--- config.mk ---
export PLATFORM = sky130hd
export DESIGN_NAME = multi_input_change_debouncer_top
export DESIGN_NICKNAME = d
export VERILOG_FILES = /design/src/design/micd_pkg.sv /design/src/design/micd_lane.sv /design/src/design/micd_emit.sv /design/src/design/multi_input_change_debouncer_top.sv
export SDC_FILE = /design/constraint.sdc
export NUM_CORES = 1
export LEC_CHECK = 0
export ABC_CLOCK_PERIOD_IN_PS = 8600
export BUFFER_PORTS_ARGS = -buffer_cell sky130_fd_sc_hd__buf_2
export CAP_MARGIN = 20
export CORE_ASPECT_RATIO = 1.5
export CORE_MARGIN = 1
export CORE_UTILIZATION = 65
export CTS_CLUSTER_DIAMETER = 60
export DETAILED_ROUTE_END_ITERATION = 6
export PLACE_DENSITY = 0.89
export SYNTH_ARGS = -nofsm -noshare
export SYNTH_HDL_FRONTEND = slang
export SYNTH_SLANG_ARGS = --single-unit
export TNS_END_PERCENT = 10
--- constraint.sdc ---
create_clock -name clk -period 8.6 [get_ports clk]
set_clock_uncertainty 0.1 [all_clocks]
set_input_delay 1.29 -clock clk [delete_from_list [all_inputs] [get_ports clk]]
set_output_delay 1.29 -clock clk [all_outputs]
set_load 0.01 [all_outputs]
--- src/design/micd_pkg.sv ---
// micd_pkg: shared types and constants of the multi-input change debouncer
// used by the lane, the report scanner and the top level
package micd_pkg;

	localparam int unsigned DIGITAL_BITS = 14;
	localparam int unsigned SAMPLE_W     = 10;
	localparam int unsigned FILTER_W     = 5;
	localparam int unsigned COUNT_W      = 6;
	localparam int unsigned CHAN_W       = 4;
	localparam int unsigned CFG_DATA_W   = 10;

	localparam logic [FILTER_W-1:0] FILTER_RESET    = 5'd16;
	localparam logic [SAMPLE_W-1:0] THRESHOLD_RESET = 10'd500;
	localparam logic [COUNT_W-1:0]  COUNT_MAX       = 6'd63;

	typedef enum logic {
		CFG_FILTER_COUNT     = 1'b0,
		CFG_ANALOG_THRESHOLD = 1'b1
	} cfg_index_t;

	// what one lane decided for its channel on this tick
	typedef struct packed {
		logic report;
		logic level;
	} lane_res_t;

endpackage

--- src/design/micd_lane.sv ---
// micd_lane: debounce logic of one channel, next count and reported level
// depends on micd_pkg
module micd_lane import micd_pkg::*; (
	input  logic                level,
	input  logic                reported,
	input  logic [COUNT_W-1:0]  count,
	input  logic [FILTER_W-1:0] filter_count,
	input  logic                report_all,
	output logic                next_reported,
	output logic [COUNT_W-1:0]  next_count,
	output lane_res_t           res
);

	always_comb begin
		next_reported = reported;
		next_count    = '0;
		res.level     = level;
		res.report    = 1'b0;
		if (report_all) begin
			res.report    = 1'b1;
			next_reported = level;
		end else if (level == reported) begin
			next_count = '0;
		end else if (count < COUNT_W'(filter_count)) begin
			next_count = (count < COUNT_MAX) ? count + 1'b1 : count;
		end else begin
			res.report    = 1'b1;
			next_reported = level;
		end
	end

endmodule

--- src/design/micd_emit.sv ---
// micd_emit: walks the report mask of one tick in channel order and sends
// one report per transfer through an output register; depends on micd_pkg
module micd_emit import micd_pkg::*; #(
	parameter int unsigned CHANNELS = 16
) (
	input  logic                clk,
	input  logic                arst_n,
	input  logic                start,
	input  logic [CHANNELS-1:0] mask,
	input  logic [CHANNELS-1:0] levels,
	output logic                busy,
	output logic                m_axis_tvalid,
	input  logic                m_axis_tready,
	output logic [7:0]          m_axis_tdata,
	output logic                m_axis_tlast
);

	localparam int unsigned IW = $clog2(CHANNELS);

	logic                busy_q;
	logic [IW-1:0]       idx_q;
	logic [CHANNELS-1:0] mask_q;
	logic [CHANNELS-1:0] lvl_q;
	logic                out_valid_q;
	logic [CHAN_W-1:0]   out_chan_q;
	logic                out_lvl_q;
	logic                out_last_q;

	logic [CHANNELS-1:0] sel;
	logic [CHANNELS-1:0] rest;
	logic                hit;
	logic                out_free;
	logic                load;

	always_comb begin
		sel        = '0;
		sel[idx_q] = 1'b1;
		rest       = mask_q & ~sel;
		hit        = mask_q[idx_q];
		out_free   = !out_valid_q || m_axis_tready;
		load       = busy_q && hit && out_free;
	end

	always_ff @(posedge clk or negedge arst_n) begin
		if (!arst_n) begin
			busy_q      <= 1'b0;
			idx_q       <= '0;
			out_valid_q <= 1'b0;
		end else begin
			if (start) begin
				busy_q <= |mask;
				idx_q  <= '0;
			end else if (busy_q) begin
				if (!hit || out_free)
					idx_q <= idx_q + 1'b1;
				// done once the last pending report has gone to the output register
				if (load && rest == '0)
					busy_q <= 1'b0;
			end
			if (load)
				out_valid_q <= 1'b1;
			else if (m_axis_tready)
				out_valid_q <= 1'b0;
		end
	end

	always_ff @(posedge clk) begin
		if (start) begin
			mask_q <= mask;
			lvl_q  <= levels;
		end else if (load) begin
			mask_q <= rest;
		end
		if (load) begin
			out_chan_q <= CHAN_W'(idx_q);
			out_lvl_q  <= lvl_q[idx_q];
			out_last_q <= (rest == '0);
		end
	end

	assign busy          = busy_q;
	assign m_axis_tvalid = out_valid_q;
	assign m_axis_tdata  = {3'b000, out_lvl_q, out_chan_q};
	assign m_axis_tlast  = out_last_q;

endmodule

--- src/design/multi_input_change_debouncer_top.sv ---
// multi_input_change_debouncer_top: per-channel debounce lanes, register port
// and report scanner; depends on micd_pkg, micd_lane and micd_emit
//
// Each input transfer is one poll tick. All channels are updated in parallel
// lanes in the cycle the tick is taken, then the scanner visits the channels
// one per cycle, holding on a report while the output register is full, and
// sends each report as its own output transfer, the final one of the tick
// with tlast set. The scan stops once the last report of the tick is loaded,
// and a tick with no reports does not start it; s_axis_tready is low while
// the scanner runs. A finished report waits in the output register without
// holding up the next tick. Configuration writes are taken in any cycle and
// should be issued only while the block is idle.
module multi_input_change_debouncer_top import micd_pkg::*; #(
	parameter int unsigned CHANNELS = 16
) (
	input  logic                  clk,
	input  logic                  arst_n,
	input  logic                  s_axis_tvalid,
	output logic                  s_axis_tready,
	// [13:0] digital_levels, [23:14] analog_sample_a, [33:24] analog_sample_b
	input  logic [39:0]           s_axis_tdata,
	// [0] report_all
	input  logic                  s_axis_tuser,
	output logic                  m_axis_tvalid,
	input  logic                  m_axis_tready,
	// [3:0] channel, [4] level
	output logic [7:0]            m_axis_tdata,
	output logic                  m_axis_tlast,
	input  logic                  cfg_valid,
	output logic                  cfg_ready,
	input  logic                  cfg_index,
	input  logic [CFG_DATA_W-1:0] cfg_data
);

	logic [FILTER_W-1:0] filter_q;
	logic [SAMPLE_W-1:0] threshold_q;
	logic [CHANNELS-1:0] reported_q;
	logic [COUNT_W-1:0]  count_q [CHANNELS];

	logic [CHANNELS-1:0] sampled;
	logic [CHANNELS-1:0] next_reported;
	logic [COUNT_W-1:0]  next_count [CHANNELS];
	lane_res_t           res [CHANNELS];
	logic [CHANNELS-1:0] rep_mask;
	logic [CHANNELS-1:0] rep_levels;
	logic                level_a;
	logic                level_b;
	logic                accept;
	logic                busy;

	assign level_a   = s_axis_tdata[23:14] >= threshold_q;
	assign level_b   = s_axis_tdata[33:24] >= threshold_q;
	assign s_axis_tready = !busy;
	assign accept    = s_axis_tvalid && !busy;
	assign cfg_ready = 1'b1;

	for (genvar ch = 0; ch < CHANNELS; ch++) begin : g_lane
		if (ch == CHANNELS - 2) begin : g_a
			assign sampled[ch] = level_a;
		end else if (ch == CHANNELS - 1) begin : g_b
			assign sampled[ch] = level_b;
		end else if (ch < DIGITAL_BITS) begin : g_dig
			assign sampled[ch] = s_axis_tdata[ch];
		end else begin : g_none
			assign sampled[ch] = 1'b0;
		end

		micd_lane u_lane (
			.level         (sampled[ch]),
			.reported      (reported_q[ch]),
			.count         (count_q[ch]),
			.filter_count  (filter_q),
			.report_all    (s_axis_tuser),
			.next_reported (next_reported[ch]),
			.next_count    (next_count[ch]),
			.res           (res[ch])
		);

		assign rep_mask[ch]   = res[ch].report;
		assign rep_levels[ch] = res[ch].level;

		always_ff @(posedge clk or negedge arst_n) begin
			if (!arst_n) begin
				count_q[ch] <= '0;
			end else if (accept) begin
				count_q[ch] <= next_count[ch];
			end
		end
	end

	always_ff @(posedge clk or negedge arst_n) begin
		if (!arst_n) begin
			reported_q  <= '0;
			filter_q    <= FILTER_RESET;
			threshold_q <= THRESHOLD_RESET;
		end else begin
			if (accept)
				reported_q <= next_reported;
			if (cfg_valid) begin
				unique case (cfg_index_t'(cfg_index))
					CFG_FILTER_COUNT:     filter_q    <= cfg_data[FILTER_W-1:0];
					CFG_ANALOG_THRESHOLD: threshold_q <= cfg_data[SAMPLE_W-1:0];
					default: ;
				endcase
			end
		end
	end

	micd_emit #(
		.CHANNELS (CHANNELS)
	) u_emit (
		.clk           (clk),
		.arst_n        (arst_n),
		.start         (accept),
		.mask          (rep_mask),
		.levels        (rep_levels),
		.busy          (busy),
		.m_axis_tvalid (m_axis_tvalid),
		.m_axis_tready (m_axis_tready),
		.m_axis_tdata  (m_axis_tdata),
		.m_axis_tlast  (m_axis_tlast)
	);

endmodule

==> flow_metrics.env <==
export IMPL_result_of_the_run="complete, no violations"
export IMPL_layout_drive_gt1_share_pct=13.5
export IMPL_cts_hold_buf=0
export IMPL_grt_max_degree=76
export IMPL_setup_violations_final=0
export IMPL_yosys_most_used_dff="sky130_fd_sc_hd__dfrtp_1"
export IMPL_tritoncts="built"
export IMPL_worst_setup_path_start_kind="primary input"
export IMPL_synth_largest_area_cell="sky130_fd_sc_hd__dfrtp_1"
export IMPL_start_util_pct=67.1
export IMPL_synth_sequential_area_ratio_pct=43.9
export IMPL_synth_edf_count=38
export IMPL_grtUsageMet3_pct=5.40
export IMPL_grt_util_all_layers_pct=30.6
export IMPL_global_route_overflow_total=0
export IMPL_syn_mean_instance_area_um2=9.95
export IMPL_max_cap_violations=0
export IMPL_post_synth_and_or_nand_nor_area_fraction_pct=14.8
export IMPL_synthArstFlopShare_pct=77.8
export IMPL_yosys_cell_types_count=60
export IMPL_io_pin_count=69
export IMPL_clock_root_buffer="sky130_fd_sc_hd__clkbuf_16"
export IMPL_crit_buf_inv=3
export IMPL_synth_compound_gate_area_share_pct=15.7
export IMPL_unrepaired_setup_endpoints_after_global_routing="no"
export IMPL_grt_antenna_before_repair=0
export IMPL_synth_area_leaders="sky130_fd_sc_hd__dfrtp_1, sky130_fd_sc_hd__ha_1, sky130_fd_sc_hd__edfxtp_1"
export IMPL_fin_crit_sh_pct=41.0
export IMPL_crit_required_ns=8.81
export IMPL_layoutNonFillerInstCount=1283
export IMPL_timing_worst_slew_pin_value_ns=0.935
export IMPL_cpMaxStageDelayCell="sky130_fd_sc_hd__buf_4"
export IMPL_worst_path_fanout_max=75
export IMPL_dieArea_um2=16200
export IMPL_dr_total_vias=8221
export IMPL_cts_setup_buffers=0
export IMPL_synth_adder_area_share_pct=12.7
export IMPL_drt_wl_total_um=23400
export IMPL_numCtsBuffers=17
export IMPL_muxShareOfSynthArea_pct=5.79
export IMPL_max_vdd_ir_drop_mv=0.139
export IMPL_final_hold_violation_count=0
export IMPL_timing_worst_setup_path_type="in2reg"
export IMPL_place_port_buffers=58
export IMPL_hold_path_class="reg2reg"
export IMPL_synth_warning_count=0
export IMPL_placement_rows=55
export IMPL_synth_commonest_cells="sky130_fd_sc_hd__nand2_1, sky130_fd_sc_hd__dfrtp_1, sky130_fd_sc_hd__ha_1"
export IMPL_remaining_drc_errors=0
export IMPL_critical_path_arrival_ns=3.74
export IMPL_reg2reg_slack_ns=5.28
export IMPL_post_place_cells=1251
export IMPL_power_density_nw_per_um2=225
export IMPL_drt_antenna_violating_nets=0
export IMPL_critical_path_top_delay_family="buffers and inverters"
export IMPL_post_synth_instance_area_um2=10200
export IMPL_most_instantiated_library_cell_after_synthesis="sky130_fd_sc_hd__nand2_1"
export IMPL_drv_slew=0
export IMPL_synth_seq_cells=171
export IMPL_cellLeakagePower_nw=5.14
export IMPL_cts_resized=0
export IMPL_initial_drt_pass_iterations=5
export IMPL_timing_max_slew_rel_slack_pct=37.7
export IMPL_diodes_inserted=0
export IMPL_die_width_um=104
export IMPL_global_route_usage_met1_pct=36.4
export IMPL_routing_usage_on_met2_pct=53.6
export IMPL_area_growth_synth_to_final_pct=9.71
export IMPL_synthCells=1026
export IMPL_cts_htree_levels=4
export IMPL_final_hold_worst_slack_ns=0.397
export IMPL_synthXorXnorAreaFrac_pct=3.60
export IMPL_detail_route_vias_per_cell=6.41
export IMPL_tritoncts_num_sinks=171
export IMPL_cts_path_max_buffers=2
export IMPL_list_of_cells_traversed_by_the_critical_path="buf_2 -> nand2_4 -> inv_2 -> buf_4 -> and3_1 -> mux2_2"
export IMPL_path_clk_slew_ns=0.06
export IMPL_first_global_vias=8325
export IMPL_fp_dieH_um=155
export IMPL_post_route_util_pct=73.6
export IMPL_setup_tns_final_ns=0
export IMPL_insertion_delay_ns=0.43
export IMPL_synth_top_area_share_pct=30.9
export IMPL_detailed_place_hpwl_um=15100
export IMPL_endpoint_kind="flip-flop"
export IMPL_fin_nets=1232
export IMPL_synth_top_family_by_area="compound AO/OA/AOI/OAI gates"
export IMPL_critPathMaxStageDelay_ns=0.77
export IMPL_routabilityCongestion=0.921
export IMPL_fp_coreArea_um2=15200
export IMPL_drt_first_iter_violations=619
export IMPL_grt_first_pass_wirelength_um=39400
export IMPL_average_routed_wire_per_standard_cell_um=18.3
export IMPL_grt_busiest_layer="met2"
export IMPL_fmax_mhz=284
export IMPL_period_needed_ns=3.52
## routing by layer
| layer | vias up | part of all wire, % |
|---|---|---|
| li1 | 3830 | - |
| met1 | 3960 | 39 |
| met2 | 356 | 51 |
| met3 | 75 | 6.1 |
| met4 | 0 | 3.1 |
| met5 | - | 0 |
## kinds of logic (layout without fill, tap and decap cells)
group                      Yosys count  in the layout
AOI/OAI and AO/OA                  261            261
other                                2              4
and+or+nand+nor                    329            329
buffers and inverters               76            132
DFF                                171            171
muxes                               41             41
adders and majority gates          104            104
xor gates and xnor gates            42             42
## worst register-to-register path: cells and delay by family, from the launching register on
| kind | cells | cell delay, ns |
|---|---|---|
| AOI/OAI and AO/OA | 4 | 1.41 |
| and+or+nand+nor | 1 | 0.28 |
| DFF | 1 | 0.36 |
| adders and majority gates | 1 | 0.38 |
| buffers and inverters | 1 | 0.67 |
## power by group
part	internal [mW]	switching (mW)	total (mW)
clock	0.454	0.327	0.780
sequential	0.978	0.134	1.11
combinational	0.264	0.359	0.623
total	1.70	0.819	2.51
## sequential cells by signal (all words and copies together), names as in the netlist
name                  cells
filter_q                  5
u_emit.out_lvl_q          1
u_emit.m_axis_tvalid      1
threshold_q              10
u_emit.out_chan_q         4
u_emit.lvl_q             16
reported_q               16
u_emit.m_axis_tlast       1
count_q                  96
u_emit.busy               1
u_emit.mask_q            16
u_emit.idx_q              4
## placed cells by master, fill, tap and decap left out, types with 4 or more instances in the layout
cell                        synthesis  final
sky130_fd_sc_hd__buf_4              6      5
sky130_fd_sc_hd__dfstp_2            7      7
sky130_fd_sc_hd__a2111oi_0          4      4
sky130_fd_sc_hd__a41oi_1            5      5
sky130_fd_sc_hd__or2_2              5      5
sky130_fd_sc_hd__nor2_1            67     67
sky130_fd_sc_hd__nor3_1            11     11
sky130_fd_sc_hd__inv_1             38     37
sky130_fd_sc_hd__o2111ai_1          5      5
sky130_fd_sc_hd__a31o_2             7      7
sky130_fd_sc_hd__a31oi_1           21     21
sky130_fd_sc_hd__o31ai_1           14     14
sky130_fd_sc_hd__o21ai_1            4      5
sky130_fd_sc_hd__nor2b_1           17     17
sky130_fd_sc_hd__clkbuf_8           3      4
sky130_fd_sc_hd__nand2b_1          19     19
sky130_fd_sc_hd__mux4_2             4      4
sky130_fd_sc_hd__a21o_1            11     11
sky130_fd_sc_hd__mux4_1             6      6
sky130_fd_sc_hd__xnor2_1           18     18
sky130_fd_sc_hd__dfrtp_1          126    126
sky130_fd_sc_hd__clkbuf_16          0     20
sky130_fd_sc_hd__ha_1             104    104
sky130_fd_sc_hd__o21ai_0           88     87
sky130_fd_sc_hd__o22ai_1            4      4
sky130_fd_sc_hd__edfxtp_1          38     38
sky130_fd_sc_hd__mux2i_1            5      5
sky130_fd_sc_hd__conb_1             2      4
sky130_fd_sc_hd__nand2_1          128    127
sky130_fd_sc_hd__and3_1             5      5
sky130_fd_sc_hd__buf_2              1     57
sky130_fd_sc_hd__a21oi_1           65     65
sky130_fd_sc_hd__a2111o_1           5      5
sky130_fd_sc_hd__nand4_1           17     17
sky130_fd_sc_hd__xor2_1            24     24
sky130_fd_sc_hd__mux2_2            26     26
sky130_fd_sc_hd__nand3_1           50     50
## per-stage QoR
step / power [mW] / worst slack [ns] / area, um^2
after floorplan: 1.55 / 5.37 / 10200
after global placement: 1.68 / 4.70 / 10600
after detailed placement: 1.72 / 4.68 / 10600
after CTS: 2.50 / 5.12 / 11200
after global routing: 2.62 / 4.93 / 11200
final: 2.51 / 5.08 / 11200
## final cells by class
type | instances | area [um^2]
inverters | 38 | 143
fillers | 995 | 4010
clock inverters | 7 | 48.8
flip-flops and latches | 171 | 4480
clock buffers | 25 | 559
multi-input cells | 781 | 5400
well taps | 199 | 249
repair buffers | 62 | 323
## path summary, 6_finish.rpt
check	startpoint	depth (start not counted)	endpoint
max in group asynchronous	arst_n	2	count_q[31]
worst max register to register	filter_q[4]	7	u_emit.busy
worst min-delay path	count_q[65]	2	count_q[65]
worst min register to register	count_q[65]	2	count_q[65]
worst max-delay path	s_axis_tvalid	6	reported_q[15]
min in group asynchronous	arst_n	1	threshold_q[9]
No activity file was read; power rests on OpenSTA's default activity.
